## src/rtl/mcpid_pkg.sv

```systemverilog
// Shared widths, codes and command structs of the multi-channel PID controller.
package mcpid_pkg;

  localparam int DATA_W         = 32;
  localparam int ERR_W          = DATA_W + 1;
  localparam int INTEG_W        = 48;
  localparam int DT_FRAC        = 24;
  localparam int Q_FRAC         = 16;
  localparam int OPND_W         = DATA_W + 1;
  localparam int PROD_W         = 2 * OPND_W;
  localparam int INC_W          = PROD_W - DT_FRAC;
  localparam int QUO_W          = ERR_W + 1 + DT_FRAC;
  localparam int DERIV_W        = QUO_W + 1;
  localparam int ACC_W          = 96;
  localparam int DIV_RADIX_BITS = 2;
  localparam int DIV_STEPS      = QUO_W / DIV_RADIX_BITS;
  localparam int DIV_CNT_W      = $clog2(DIV_STEPS + 1);
  localparam int NUM_CH_W       = 4;
  localparam int CH_W           = 3;
  localparam int REG_IDX_W      = 2;

  localparam logic [REG_IDX_W-1:0] REG_PROP_GAIN    = 2'd0;
  localparam logic [REG_IDX_W-1:0] REG_INTEG_GAIN   = 2'd1;
  localparam logic [REG_IDX_W-1:0] REG_DERIV_GAIN   = 2'd2;
  localparam logic [REG_IDX_W-1:0] REG_NUM_CHANNELS = 2'd3;

  localparam logic FUNC_STEP  = 1'b0;
  localparam logic FUNC_CLEAR = 1'b1;

  localparam logic signed [DATA_W-1:0] PROP_GAIN_RST  = 32'sd65536;
  localparam logic signed [DATA_W-1:0] INTEG_GAIN_RST = 32'sd0;
  localparam logic signed [DATA_W-1:0] DERIV_GAIN_RST = 32'sd0;
  localparam logic [NUM_CH_W-1:0]      NUM_CH_RST     = 4'd1;

  // multiply-accumulate command
  typedef struct packed {
    logic valid;
    logic acc;
    logic first;
    logic hi;
  } mac_cmd_t;

  // state store command
  typedef struct packed {
    logic clr;
    logic rd;
    logic wr;
  } st_cmd_t;

endpackage

```

## src/rtl/mcpid_mac.sv

```systemverilog
// Shared 33x33 signed multiplier with a wide accumulator behind it.
module mcpid_mac (
  input  logic                                clk,
  input  logic                                rst,
  input  mcpid_pkg::mac_cmd_t                 cmd,
  input  logic signed [mcpid_pkg::OPND_W-1:0] op_a,
  input  logic signed [mcpid_pkg::OPND_W-1:0] op_b,
  output logic signed [mcpid_pkg::PROD_W-1:0] prod,
  output logic signed [mcpid_pkg::ACC_W-1:0]  acc
);

  mcpid_pkg::mac_cmd_t               cmd_q;
  logic [mcpid_pkg::ACC_W-1:0]       prod_ext;
  logic [mcpid_pkg::ACC_W-1:0]       addend;

  assign prod_ext = {{(mcpid_pkg::ACC_W - mcpid_pkg::PROD_W){prod[mcpid_pkg::PROD_W-1]}}, prod};
  assign addend   = cmd_q.hi ? (prod_ext << mcpid_pkg::DATA_W) : prod_ext;

  always_ff @(posedge clk) begin
    if (rst) begin
      cmd_q <= '0;
    end else begin
      cmd_q <= cmd;
    end
  end

  always_ff @(posedge clk) begin
    if (cmd.valid) begin
      prod <= op_a * op_b;
    end
    if (cmd_q.valid && cmd_q.acc) begin
      acc <= $signed((cmd_q.first ? '0 : acc) + addend);
    end
  end

endmodule

```

## config.mk

```make
export PLATFORM = sky130hd
export DESIGN_NAME = mcpid_mac
export DESIGN_NICKNAME = d
export VERILOG_FILES = /design/src/rtl/mcpid_pkg.sv /design/src/rtl/mcpid_mac.sv
export SDC_FILE = /design/constraint.sdc
export NUM_CORES = 2
export LEC_CHECK = 0
export BUFFER_PORTS_ARGS = -buffer_cell sky130_fd_sc_hd__buf_2
export CAP_MARGIN = 20
export CORE_ASPECT_RATIO = 0.8
export CORE_MARGIN = 10
export CORE_UTILIZATION = 42
export CTS_CLUSTER_SIZE = 10
export DETAILED_ROUTE_END_ITERATION = 8
export PLACE_DENSITY = 0.61
export SLEW_MARGIN = 15
export SYNTH_ARGS = -nofsm -noshare
export SYNTH_HDL_FRONTEND = slang
export SYNTH_SLANG_ARGS = --single-unit
```

## constraint.sdc

```tcl
create_clock -name clk -period 10.6 [get_ports clk]
set_clock_uncertainty 0.05 [all_clocks]
set_input_delay 1.06 -clock clk [delete_from_list [all_inputs] [get_ports clk]]
set_output_delay 1.06 -clock clk [all_outputs]
set_load 0.01 [all_outputs]
```

* Word-level counts from Yosys, hierarchy flattened
Index checks and enable logic that the tools add are counted.
** Operators by class
- Mux-type cells :: 2
- Reduce and logical (&&, ||, !) cells :: 1
- Multipliers :: 1
- $add $sub $neg :: 1
** Operator list (number)
- $mux W96 :: 2
- $add A96 B96 Y96 :: 1
- $mul A33 B33 Y66 :: 1
- $logic_and A1 B1 Y1 :: 1
** Word-level totals
- Bits in registers :: 166
- Input bits :: 72

* Depth between registers and ports, before layout
- Depth in word-level cells :: 2
- Gate-level depth with buffers :: 30
- Mapped depth without buffers :: 28

* Worst setup path before layout
OpenSTA, ideal clock, no wires.
- Path type :: input to register
- Start point :: input op_a[32] in the netlist's numbering
- End point :: register prod[64] in the netlist's numbering (data pin)
- Path buffers :: 1
- Stages :: 26
- Arrival :: 8.011 ns
- Path slack :: 2.277 ns
- Required time :: 10.288 ns
- Cells stage by stage :: clkbuf_1 -> nand2_1 -> inv_1 -> fa_1 -> inv_1 -> fa_1 -> fa_1 -> inv_1 -> fa_1 -> fa_1 -> fa_1 -> fa_1 -> inv_1 -> fa_1 -> inv_1 -> ha_1 -> a21oi_1 -> nor2b_1 -> o21a_1 -> o21a_1 -> o21ai_0 -> o211ai_1 -> a31o_2 -> a41oi_1 -> o21bai_1 -> xor2_1
** On the way
- Word-level cells in the longest chain between the ends :: 1
** Ends and longest elaborated chain
- start, declared :: RTL line mcpid_mac.sv:6 : input logic signed [mcpid_pkg::OPND_W-1:0] op_a,
- $mul A33 B33 Y66 :: RTL line mcpid_mac.sv:29 : prod <= op_a * op_b;
- end signal, assigned :: RTL line mcpid_mac.sv:29
- end, declared :: RTL line mcpid_mac.sv:8 : output logic signed [mcpid_pkg::PROD_W-1:0] prod,
Every way passes these cells.
A chain may end at the register's enable or synchronous reset.

* Worst setup path in the final report
- Start point :: input op_a[9] in the netlist's numbering
- End point :: register prod[62] in the netlist's numbering (data pin)
The elaborated chain is that of the path after synthesis.

==> qor.csv <==
metric;value;unit
worstSetupEndpoint;prod[62]$_DFFE_PP_;
dp_hpwl;125000;um
place.gp.congestion;0.947;
status;finished clean;
drtAntennaViolNets;0;
clockBufferDepth;2;
die_w;411;um
syn_area;0.0514;sq mm
post_cts_buffers;0;
start_util;42.4;%
drv_cap;0;
reg2reg_from;cmd_q[1]$_SDFF_PP0_;
r2r-end;acc[93]$_DFFE_PP_;
relSlewSlack;31.9;%
ctsHoldBuffers;0;
ys_async_sr_fraction;0;%
synth_area_per_cell;9.27;sq um
cts_tree;done;
tightest_slew;1.02;ns
wl_per_cell;21.2;um
setup_viol_count_final;0;
path_max_fanout;33;
ys_types;88;
grt.overflow.total;0;
chipHeight;333;um
cp.required;10.76;ns
drt_iter0_markers;2987;
placeableCoreArea;0.121;sq mm
first_pass_iters;6;
clock_sinks;166;
fin_setup_tns;0;ns
routed_via_density;5.31;
post_cts_resized;0;
period_share;85.1;%
clockRootBuffer;clkbuf_16;
numCtsBuffers;17;
fmax;0.111;GHz
synth_edf_count;162;
grt_pass1_wl;246000;um
rows;114;
clock_latency;0.46;ns
htreeDepth;4;
fillCellCount;11900;
synth-main-ff-cell;edfxtp_1;
syn-num-nets;7077;
remaining_drc_errors;0;
pin_count;234;
min_period;9.03;ns
nets;7080;
grt_pass1_vias;41400;
drive_above_1_share;6.67;%
reg2reg_setup_slack;5.45;ns
vias;38200;
start_kind;input port;
endpoint_kind;flip-flop;
wl;152000;um
io_buffers;233;
hold_viol;0;
dieArea;0.137;sq mm
grt_start_max_net_pins;66;
r2r_cells;13;
final_max_slew_viol_count;0;
rsz0062_at_grt;no;
path_clk_slew;0.09;ns
yosys_warnings;0;
synthCells;5547;
crit_start;op_a[9];
area_delta_synth_final;5.73;%
min_path_type;reg2reg;
seq_area_frac_synth;9.62;%
critical_path_arrival;9.18;ns
antenna_found_initial;13;
timing_worst_setup_path_type;in2reg;
ys_ff_latch;166;
grtUsageTotal;22.7;%
sequential cells by signal, summed over array words and instances (netlist names):
register,flops
cmd_q,4
acc,96
prod,66
cell usage in the layout, fill, tap and decap left out, drive strengths merged, types with 6 or more instances in the layout:
cell / Yosys / layout
mux2: 33 / 33
fa: 1146 / 1146
a21oi: 205 / 205
o21bai: 30 / 30
nor3: 23 / 23
nand2b: 29 / 29
a31o: 8 / 8
a21o: 71 / 71
nand4: 34 / 34
xor2: 56 / 56
nand3: 42 / 42
nor2: 124 / 124
a211oi: 20 / 20
xnor2: 105 / 105
o211ai: 14 / 14
and3: 19 / 19
clkbuf: 249 / 17
and2: 573 / 573
a211o: 6 / 6
edfxtp: 162 / 162
o31ai: 9 / 9
nor4: 14 / 14
inv: 1162 / 1170
nand2: 685 / 685
buf: 30 / 263
ha: 312 / 312
o21ai: 111 / 111
nor2b: 151 / 151
a31oi: 23 / 23
o21a: 26 / 26
final cells by class:
type | count | area [sq um] | area share (%)
multi-input combinational | 3940 | 41000 | 75.4
sequential | 166 | 4950 | 9.11
inverter | 1162 | 4360 | 8.02
tap | 1624 | 2030 | 3.74
timing repair buffer | 263 | 1400 | 2.57
clock buffer | 17 | 425 | 0.782
clock inverter | 15 | 176 | 0.324
antenna | 2 | 5.00 | 0.00920
routing by layer:
metal	vias up	track usage [%]	routed length, um
met4	10	5.22	3850
met5	-	0	67
met3	194	3.99	11400
met2	1389	36.6	70100
li1	16800	-	-
met1	19800	31.8	67100
cells in the mapped netlist, types with 23 or more instances:
cell type	n	area share, %
a21o_1	69	1.0
and2_1	572	7.0
edfxtp_1	162	9.5
o21bai_1	30	0.44
xnor2_1	105	1.8
a21oi_1	199	1.9
a31oi_1	23	0.28
nand3_1	41	0.40
nand4_1	33	0.40
fa_1	1146	45
inv_1	1162	8.5
o21a_1	26	0.38
clkbuf_1	249	1.8
xor2_1	56	0.95
nand2_1	684	5.0
mux2_2	33	0.72
nor2_1	124	0.91
nor2b_1	151	1.8
ha_1	312	7.6
nand2b_1	29	0.35
o21ai_0	97	0.94
cell families (layout without fill, tap and decap cells):
| group | Yosys count | after routing | share of synthesized area [%] |
|---|---|---|---|
| other cells | 0 | 2 | 0 |
| buf+inv | 1441 | 1457 | 10.6 |
| compound gates | 572 | 572 | 7.07 |
| mux | 34 | 34 | 0.742 |
| simple gates | 1715 | 1715 | 17.0 |
| flops | 166 | 166 | 9.62 |
| xor+xnor | 161 | 161 | 2.74 |
| fa+ha+maj | 1458 | 1458 | 52.2 |
critical path: stages:
cell and delay, ns:
buf_2 0.69, and2_1 0.26, fa_1 0.44, fa_1 0.51, inv_1 0.05, fa_1 0.47
inv_1 0.05, fa_1 0.50, inv_1 0.06, fa_1 0.54, inv_1 0.06, fa_1 0.45
fa_1 0.49, inv_1 0.05, fa_1 0.56, inv_1 0.07, ha_1 0.38, and3_1 0.29
nand3_1 0.11, a211oi_1 0.51, o21ai_0 0.24, a21oi_1 0.51, a21oi_1 0.17, o21ai_1 0.29
a41oi_1 0.19, xnor2_1 0.16
how the worst min path moves through the flow:
| stage | startpoint | to | depth (start not counted) |
|---|---|---|---|
| finish | acc[0]$_DFFE_PP_ | acc[0]$_DFFE_PP_ | 2 |
| global route | acc[0]$_DFFE_PP_ | acc[0]$_DFFE_PP_ | 2 |
| CTS | acc[0]$_DFFE_PP_ | acc[0]$_DFFE_PP_ | 2 |
| detailed placement | acc[0]$_DFFE_PP_ | acc[0]$_DFFE_PP_ | 2 |
| global placement | acc[0]$_DFFE_PP_ | acc[0]$_DFFE_PP_ | 2 |
| floorplan | acc[0]$_DFFE_PP_ | acc[0]$_DFFE_PP_ | 2 |
stage by stage:
step	std cells	instance area [sq um]	worst slack, ns	hold WS [ns]	utilization, %
final	7189	54400	1.57	0.676	44.8
after global routing	7187	54400	1.15	0.696	44.8
after CTS	7187	54400	1.73	0.667	44.8
after detailed placement	7155	53800	1.26	0.643	44.3
after global placement	7154	53800	1.35	0.627	44.3
after floorplan	5547	51400	2.28	0.679	-
Power is not shown: default switching activity piles up to over one toggle a cycle in this logic, so the estimate is an artifact.
