**src/rtl/mcpid_pkg.sv**
```systemverilog
// Shared widths, codes and command structs of the multi-channel PID controller.
package mcpid_pkg;

  localparam int DATA_W         = 32;
  localparam int ERR_W          = DATA_W + 1;
  localparam int INTEG_W        = 48;
  localparam int DT_FRAC        = 24;
  localparam int Q_FRAC         = 16;
  localparam int OPND_W         = DATA_W + 1;
  localparam int PROD_W         = 2 * OPND_W;
  localparam int INC_W          = PROD_W - DT_FRAC;
  localparam int QUO_W          = ERR_W + 1 + DT_FRAC;
  localparam int DERIV_W        = QUO_W + 1;
  localparam int ACC_W          = 96;
  localparam int DIV_RADIX_BITS = 2;
  localparam int DIV_STEPS      = QUO_W / DIV_RADIX_BITS;
  localparam int DIV_CNT_W      = $clog2(DIV_STEPS + 1);
  localparam int NUM_CH_W       = 4;
  localparam int CH_W           = 3;
  localparam int REG_IDX_W      = 2;

  localparam logic [REG_IDX_W-1:0] REG_PROP_GAIN    = 2'd0;
  localparam logic [REG_IDX_W-1:0] REG_INTEG_GAIN   = 2'd1;
  localparam logic [REG_IDX_W-1:0] REG_DERIV_GAIN   = 2'd2;
  localparam logic [REG_IDX_W-1:0] REG_NUM_CHANNELS = 2'd3;

  localparam logic FUNC_STEP  = 1'b0;
  localparam logic FUNC_CLEAR = 1'b1;

  localparam logic signed [DATA_W-1:0] PROP_GAIN_RST  = 32'sd65536;
  localparam logic signed [DATA_W-1:0] INTEG_GAIN_RST = 32'sd0;
  localparam logic signed [DATA_W-1:0] DERIV_GAIN_RST = 32'sd0;
  localparam logic [NUM_CH_W-1:0]      NUM_CH_RST     = 4'd1;

  // multiply-accumulate command
  typedef struct packed {
    logic valid;
    logic acc;
    logic first;
    logic hi;
  } mac_cmd_t;

  // state store command
  typedef struct packed {
    logic clr;
    logic rd;
    logic wr;
  } st_cmd_t;

endpackage

```
**src/rtl/mcpid_store.sv**
```systemverilog
// Per-channel last error and integral store with valid bits.
module mcpid_store #(
  parameter int DEPTH = 8,
  parameter int IDX_W = 3
) (
  input  logic                          clk,
  input  logic                          rst,
  input  mcpid_pkg::st_cmd_t            cmd,
  input  logic [IDX_W-1:0]              rd_idx,
  input  logic [IDX_W-1:0]              wr_idx,
  input  logic [mcpid_pkg::ERR_W-1:0]   wr_last,
  input  logic [mcpid_pkg::INTEG_W-1:0] wr_integ,
  output logic [mcpid_pkg::ERR_W-1:0]   rd_last,
  output logic [mcpid_pkg::INTEG_W-1:0] rd_integ
);

  logic [mcpid_pkg::ERR_W-1:0]   last_mem  [DEPTH];
  logic [mcpid_pkg::INTEG_W-1:0] integ_mem [DEPTH];
  logic [DEPTH-1:0]              vld;
  logic                          rd_vld;
  logic [mcpid_pkg::ERR_W-1:0]   last_q;
  logic [mcpid_pkg::INTEG_W-1:0] integ_q;

  always_ff @(posedge clk) begin
    if (rst) begin
      vld    <= '0;
      rd_vld <= 1'b0;
    end else begin
      if (cmd.clr) begin
        vld <= '0;
      end else if (cmd.wr) begin
        vld[wr_idx] <= 1'b1;
      end
      if (cmd.rd) begin
        rd_vld <= vld[rd_idx];
      end
    end
  end

  always_ff @(posedge clk) begin
    if (cmd.wr) begin
      last_mem[wr_idx]  <= wr_last;
      integ_mem[wr_idx] <= wr_integ;
    end
    if (cmd.rd) begin
      last_q  <= last_mem[rd_idx];
      integ_q <= integ_mem[rd_idx];
    end
  end

  assign rd_last  = rd_vld ? last_q : '0;
  assign rd_integ = rd_vld ? integ_q : '0;

endmodule

```
**config.mk**
```make
export PLATFORM = sky130hd
export DESIGN_NAME = mcpid_store
export DESIGN_NICKNAME = d
export VERILOG_FILES = /design/src/rtl/mcpid_pkg.sv /design/src/rtl/mcpid_store.sv
export SDC_FILE = /design/constraint.sdc
export NUM_CORES = 1
export LEC_CHECK = 0
export ABC_AREA = 1
export BUFFER_PORTS_ARGS = -buffer_cell sky130_fd_sc_hd__buf_2
export CAP_MARGIN = 20
export CORE_AREA = 3 3 234 281
export CTS_BUF_LIST = sky130_fd_sc_hd__clkbuf_16
export DETAILED_ROUTE_END_ITERATION = 8
export DIE_AREA = 0 0 237 284
export SLEW_MARGIN = 20
export SYNTH_ARGS = -nofsm -noshare
export SYNTH_HDL_FRONTEND = slang
export SYNTH_SLANG_ARGS = --single-unit
```
**constraint.sdc**
```tcl
create_clock -name clk -period 8.54 [get_ports clk]
set_clock_uncertainty 0.05 [all_clocks]
set_input_delay 0.427 -clock clk [delete_from_list [all_inputs] [get_ports clk]]
set_output_delay 0.427 -clock clk [all_outputs]
set_load 0.02 [all_outputs]
```
== Word level (Yosys, flattened, before mapping) ==
Memories as Yosys holds them, arrays and structs flattened. A register that Yosys moved wholly into a read port is not among the register bits.
Cells that the tools add are included.
W data, S select, Z words.
Storage, ports and cells
  flip-flop bits (word level): 9
  memory bits (writable): 648
  output and inout bits: 81
  memories kept: 2
Cells by class
  order comparisons: 3
  mux-type cells: 8
  bitwise gates (word level): 1
  reduce and logical (&&, ||, !) cells: 2
Memory list
  integ_mem: depth 8, width 48, read ports 1, clocked after memory_dff 1, wr ports 1, RTL line mcpid_store.sv:18  | logic [mcpid_pkg::INTEG_W-1:0] integ_mem [DEPTH];
  last_mem: depth 8, width 33, read ports 1, clocked after memory_dff 1, wr ports 1, RTL line mcpid_store.sv:17  | logic [mcpid_pkg::ERR_W-1:0] last_mem [DEPTH];
Operators by type and width (number)
  $mux W48: 1
  $mux W33: 1
  $lt A3 B4 Y1 const B: 2
  $or A8 B8 Y8: 1
  $mux W1: 4
  $bmux W1 S3: 1
  $demux W1 S3: 1
  $ge A3 B1 Y1 const B: 1
  $reduce_or A2 Y1: 1
  $logic_and A1 B1 Y1: 1

== Logic depth before layout (Yosys ltp) ==
Gate-level depths: netlist (run 1).
  word-level depth: 5
  gate-level depth with buffers: 8
  depth with buffers taken out: 6

== Worst setup path after synthesis (run 1) ==
Ideal clock, no wire load.
  path type: input port to flip-flop
  from: in wr_idx[2]
  to: mem integ_mem[4][0] (netlist bit) (enable)
  library setup time: 0.524 ns
  arrival: 4.023 ns
  slack: 3.943 ns
  stages: 4
  cell sequence: inv_1 nor2_1 inv_1 nor2_1
RTL lines
  start, declared: RTL line mcpid_store.sv:10  | input logic [IDX_W-1:0] wr_idx,
  end, declared: RTL line mcpid_store.sv:18
Straight into the memory's write port.

== Worst setup path after layout (run 1) ==
  from: reg rd_vld
  to: out rd_integ[1] (netlist bit)
On the way
  cells in the longest elaborated chain, start to end: 1
RTL lines
  start, declared: RTL line mcpid_store.sv:20  | logic rd_vld;
  start signal, assigned: RTL line mcpid_store.sv:35  | rd_vld <= vld[rd_idx];
  $mux W48: RTL line mcpid_store.sv:52  | assign rd_integ = rd_vld ? integ_q : '0;
  end, declared: RTL line mcpid_store.sv:14  | output logic [mcpid_pkg::INTEG_W-1:0] rd_integ
No other way between the ends.

==> metrics.txt, run 1 <==
status finished, final reports clean; Hold Fails Final Rpt 0; share of power burned in registers 54.9%; Layout Nets 2380; reg2reg path depth 3; Max Cap Violations 0; Worst Setup End Kind output port; Yosys reg bits 738; syn nets 2244; Congestion Overflow GR 0; kind of start point of the critical path flip-flop; unrepaired setup endpoints after global routing no; io pins 173; router iterations before antenna repair 7; Hold Path Stages 1; hold-fix buffers at CTS 0; placed instance area ~30000 µm²; DRT Wirelength 67.7 mm; Pwr Total 7600 µW; Seq/Total Area, Yosys just under 80%; Setup Buffers After CTS 0; area of the mapped netlist 28300 µm²; CTS tree yes; max-slew violations 0; commonest cells in the netlist edfxtp_1, nor2_1, nand2_1; Final period util around a third; clk sinks 738; Routed Antenna Nets 0; Peak VDD IR around 0.13 mV; Chip Width around 240 µm; DIE AREA 67300 µm²; Port Buffers 172; Worst Path Arrival 2.50 ns; Hold Crit Class primary input to flip-flop; residual DRC count 0; CTS clk-pin slew, worst paths 0.06 ns; H-Tree Level Count 3; RePlAce Congestion 0.718; share of total power in combinational logic approximately 6%; initial antenna violation count 16; CP Class flip-flop to output port; Total GRT Usage 19.9%; initial drt markers around 1.4k; Slew headroom 27.9%; P&R area growth vs syn 13.4%; share of synthesized registers carrying an async set or reset 0%; final instance area ~32000 µm²; f_max 336 MHz; routed vias/inst approximately 5.4; CTS resizes 0; Post-synth EDFFs 729; routed via count 17.2k; number of global-route vias before repair between 15k and 20k; Die Ht 284 µm; Clock Power Share about two fifths; total area of sequential cells 22100 µm²; Pint 5940 µW; Net Sw Power 1660 µW; Top FF cell, synth edfxtp_1; # setup viols final 0; setup TNS 0 ns; first-pass GRT wire length 103 mm; crit path time final roughly 3.0 ns; row cnt 101; hold_ws 0.0454 ns; multi-input logic area 5320 µm²; core area 63300 µm²; Mapped Cells 2152; PwrDens 237 nW/µm²; Worst-Margin Slew 1.08 ns; Synth area leader edfxtp_1; leakage power 0.0117 µW; Synth Warn # 0; DP Wirelength 33.3 mm; Worst-Skew Late Latency about 0.60 ns; critical path peak fanout 42; WP data required 8.06 ns; Num CTS Buffers about 70; Filler cells around 5.4k; Avg Cell Area, Syn 13.2 µm²; CTS max path bufs 3; clock root buffer clkbuf_16; pin count of the biggest net entering global routing 191; Area contributors post-synth edfxtp_1, nor2_1, nand2_1, o22ai_1, o21ai_0; Netlist cell types 20; switching share of total power 21.8%; per-cell routed wire length 21.4 µm; top-count cell post-synth edfxtp_1; share of post-route cells with drive strength above 1 13.5%; Yosys top cell area share 77.3%; Starting Density 44.7%
[state kept, by name (all words and copies together), names as in the netlist]
register,cells
rd_vld,1
last_mem,264
last_q,33
vld,8
integ_q,48
integ_mem,384
[power by group through the flow]
| stage | Clock [µW] | Combinational, µW | Sequential [µW] |
|---|---|---|---|
| 2_1_floorplan | 0 | 279 | 4240 |
| 3_3_place_gp | 0 | 449 | 4240 |
| 3_5_place_dp | 0 | 461 | 4250 |
| 4_1_cts | 3040 | 463 | 4170 |
| 5_1_grt | 3180 | 511 | 4180 |
| 6_report | 2970 | 456 | 4170 |
[worst paths after layout]
| kind | slack (ns) | end | from |
|---|---|---|---|
| setup reg to reg | 6.69 | rd_vld$_SDFFE_PP0P_ | rd_vld$_SDFFE_PP0P_ |
| hold reg to reg | 0.42 | vld[7]$_SDFFE_PP0P_ | vld[7]$_SDFFE_PP0P_ |
| setup / recovery | 5.57 | rd_integ[1] | rd_vld$_SDFFE_PP0P_ |
| hold / removal | 0.05 | integ_mem[4][24]$_DFFE_PP_ | wr_integ[24] |
[cells in the final DEF, fill, tap and decap left out]
cell type   count
a21oi_1         1
buf_12          2
buf_2         168
buf_4          29
bufinv_16       5
clkbuf_16      72
clkbuf_8        1
clkinv_1       11
clkinv_2       18
clkinv_8        1
clkinvlp_4      4
dfxtp_1         8
dfxtp_4         1
diode_2         4
edfxtp_1      729
inv_1         104
inv_4           1
inv_6           3
inv_8           1
nand2_1       336
nand3_1         6
nor2_1        343
nor2_4          8
o21ai_0       166
o21ai_1       158
o21bai_1        1
o22ai_1       162
or2_2           1
[layer usage]
metal | GRT usage (%) | wire [µm] | part of all wire, %
met4 | 6.35 | 1540 | 2.3
met1 | 25.4 | 28400 | 42
met5 | 0 | 127 | 0.19
met2 | 34.6 | 33900 | 50
met3 | 3.59 | 3740 | 5.5
[kinds of logic (layout without fill, tap and decap cells)]
kind of cell           after synthesis  after routing  share of synthesized area (%)
buffers and inverters              232            420                           3.52
other                                0              4                              0
AO/OA/AOI/OAI                      488            488                           9.35
flip-flops                         738            738                           77.9
AND/OR/NAND/NOR                    694            694                           9.23
[metrics by stage]
stage,worst slack (ns),cells,util (%)
5_1_grt,5.42,3166,50.7
6_report,5.57,3168,50.7
3_3_place_gp,5.36,3040,47.2
4_1_cts,5.46,3163,50.7
3_5_place_dp,5.30,3040,47.2
2_1_floorplan,3.94,2152,-
[worst max-delay path: stages (launching register included)]
cell     delay (ns)
dfxtp_4        0.78
buf_4          0.63
nand2_1        0.11
inv_1          0.16
buf_2          0.19
[cell type report]
type / instances / share of cell area, %
flip-flops and latches: 738 / 68.7
multi-input cells: 1182 / 16.6
clock buffers: 72 / 5.61
repair buffers: 200 / 3.46
well taps: 824 / 3.21
clock inverters: 51 / 1.20
inverters: 97 / 1.17
diodes: 4 / 0.0312
Power figures use the tool's default switching activity.
==> run 2, diff against run 1 <==
- clock period: 8.54 -> 2.8 ns (I/O delays scaled with it)
==> run 2 against run 1 <==
Core utilization is 2.2 points higher. First-iteration DRC count grew 20%. Sequential cell count is the same. Critical path depth stayed put. Register-to-register slack lost 5.1 ns. Die area unchanged. Combinational power rose to 3.4 times the previous value. Critical path type unchanged. Wire length up 1.8%. Via count is 2.8% higher. Design area is 4.2% higher. Hold slack better by 0.026 ns.
==> metrics.txt, run 2 (synthesized netlist as in run 1, its figures left out) <==
post-place setup slack approximately 0.91 ns; most frequent cells in the layout edfxtp_1, nor2_1, nand2_1; leakage power 0.0123 µW; routed via count 17.7k; r2r startpoint rd_vld$_SDFFE_PP0P_; router iterations before antenna repair 5; DRT Wirelength 69.0 mm; Worst Setup End Kind output port; post-route insts no fill 3275; RePlAce Congestion 0.737; CP Cell Sequence buf_4, nand2_1, inv_1, buf_2; Top Registers integ_mem x384, last_mem x264, integ_q x48; kind of start point of the critical path flip-flop; Worst Setup SP rd_vld$_SDFFE_PP0P_; pin count of the biggest net entering global routing approximately 170; Worst-Skew Late Latency 0.60 ns; commonest non-fill, non-tap cell in the layout edfxtp_1; WP data required 2.61 ns; setup ws final 0.493 ns; Top reg by flops integ_mem; f_max between 400 and 500 MHz; share of post-route cells with drive strength above 1 13.3%; Num CTS Buffers 71; Final period util 82.4%; max-slew violations 0; CP max-delay cell dfxtp_4; status finished, final reports clean; Die Ht 284 µm; cell count after placement 3058; Slew headroom 48.1%; Hold Crit Class primary input to flip-flop; row cnt 101; residual DRC count 0; Setup Buffers After CTS 0; P&R area growth vs syn 18.2%; DP Wirelength 35.9 mm; Worst Path Arrival 2.12 ns; # setup viols final 0; CTS clk-pin slew, worst paths 0.06 ns; initial antenna violation count 5; max FFs per register 384; Hold Fails Final Rpt 0; critical path peak fanout 38; Port Buffers 172; Congestion Overflow GR 0; per-cell routed wire length 21.1 µm; CP Class flip-flop to output port; clock root buffer clkbuf_16; CTS max path bufs 3; number of global-route vias before repair roughly 18k; Chip Width 237 µm; Routed Antenna Nets 0; CTS tree yes; clk sinks 738; core area 63300 µm²; first-pass GRT wire length 105 mm; Hold Path Origin wr_idx[2]; Max Cap Violations 0; io pins about 170; H-Tree Level Count 3; DIE AREA 67300 µm²; fin util 52.9%; Layout Nets 2483; routed vias/inst 5.41; Starting Density 44.7%; Peak VDD IR 0.349 mV; CP max stage delay roughly 0.76 ns; Worst-Margin Slew 0.779 ns; crit path time final about 2.3 ns; unrepaired setup endpoints after global routing no; Total GRT Usage 20.3%; PwrDens 701 nW/µm²; initial drt markers roughly 1.7k
run 2: repair_timing:
action                    in CTS  in global routing
hold buffers                  84                  0
hold endpoints to repair     675                  0
gates resized for setup        0                  0
run 2: worst paths after layout:
path,to,depth (start not counted),slack [ns]
worst max register to register,rd_vld$_SDFFE_PP0P_,2,1.64
worst max-delay path,rd_integ[20],4,0.49
worst min register to register,vld[5]$_SDFFE_PP0P_,2,0.42
worst min-delay path,integ_mem[0][33]$_DFFE_PP_,4,0.07
run 2: per-stage QoR:
step	total power (µW)	setup TNS (ns)	area [µm²]	hold slack, ns
final	23500	0	33500	0.0718
after global routing	24300	0	33500	0.0797
after CTS	23700	0	33500	0.0446
after detailed placement	14400	0	30400	0.361
after global placement	14400	0	30400	0.352
after floorplan	13800	-70.23	28400	0.183
run 2: worst max-delay path, delay by kind of cell, from the launching register on:
kind	cells	cell delay [ns]
simple gates	1	0.06
flops	1	0.76
buf+inv	3	0.64
run 2: routing by layer:
metal	vias up	part of all wire, %	GRT usage [%]
met3	133	5.5	3.17
met4	4	2.8	7.47
li1	8214	-	-
met1	8826	42	26.5
met2	550	50	34.4
met5	-	0.042	0
run 2: final cells by class:
cell class,instances,area [µm²]
flip-flops and latches,738,22100
inverters,97,382
multi-input cells,1182,5320
clock inverters,55,385
repair buffers,301,2420
clock buffers,74,1850
diodes,4,10.0
fillers,5268,29800
well taps,824,1030
run 2: power breakdown:
group	total (µW)	switching (µW)	internal, µW
registers	12700	119	12600
clock network	9190	3940	5250
logic	1560	1060	502
total	23500	5120	18300
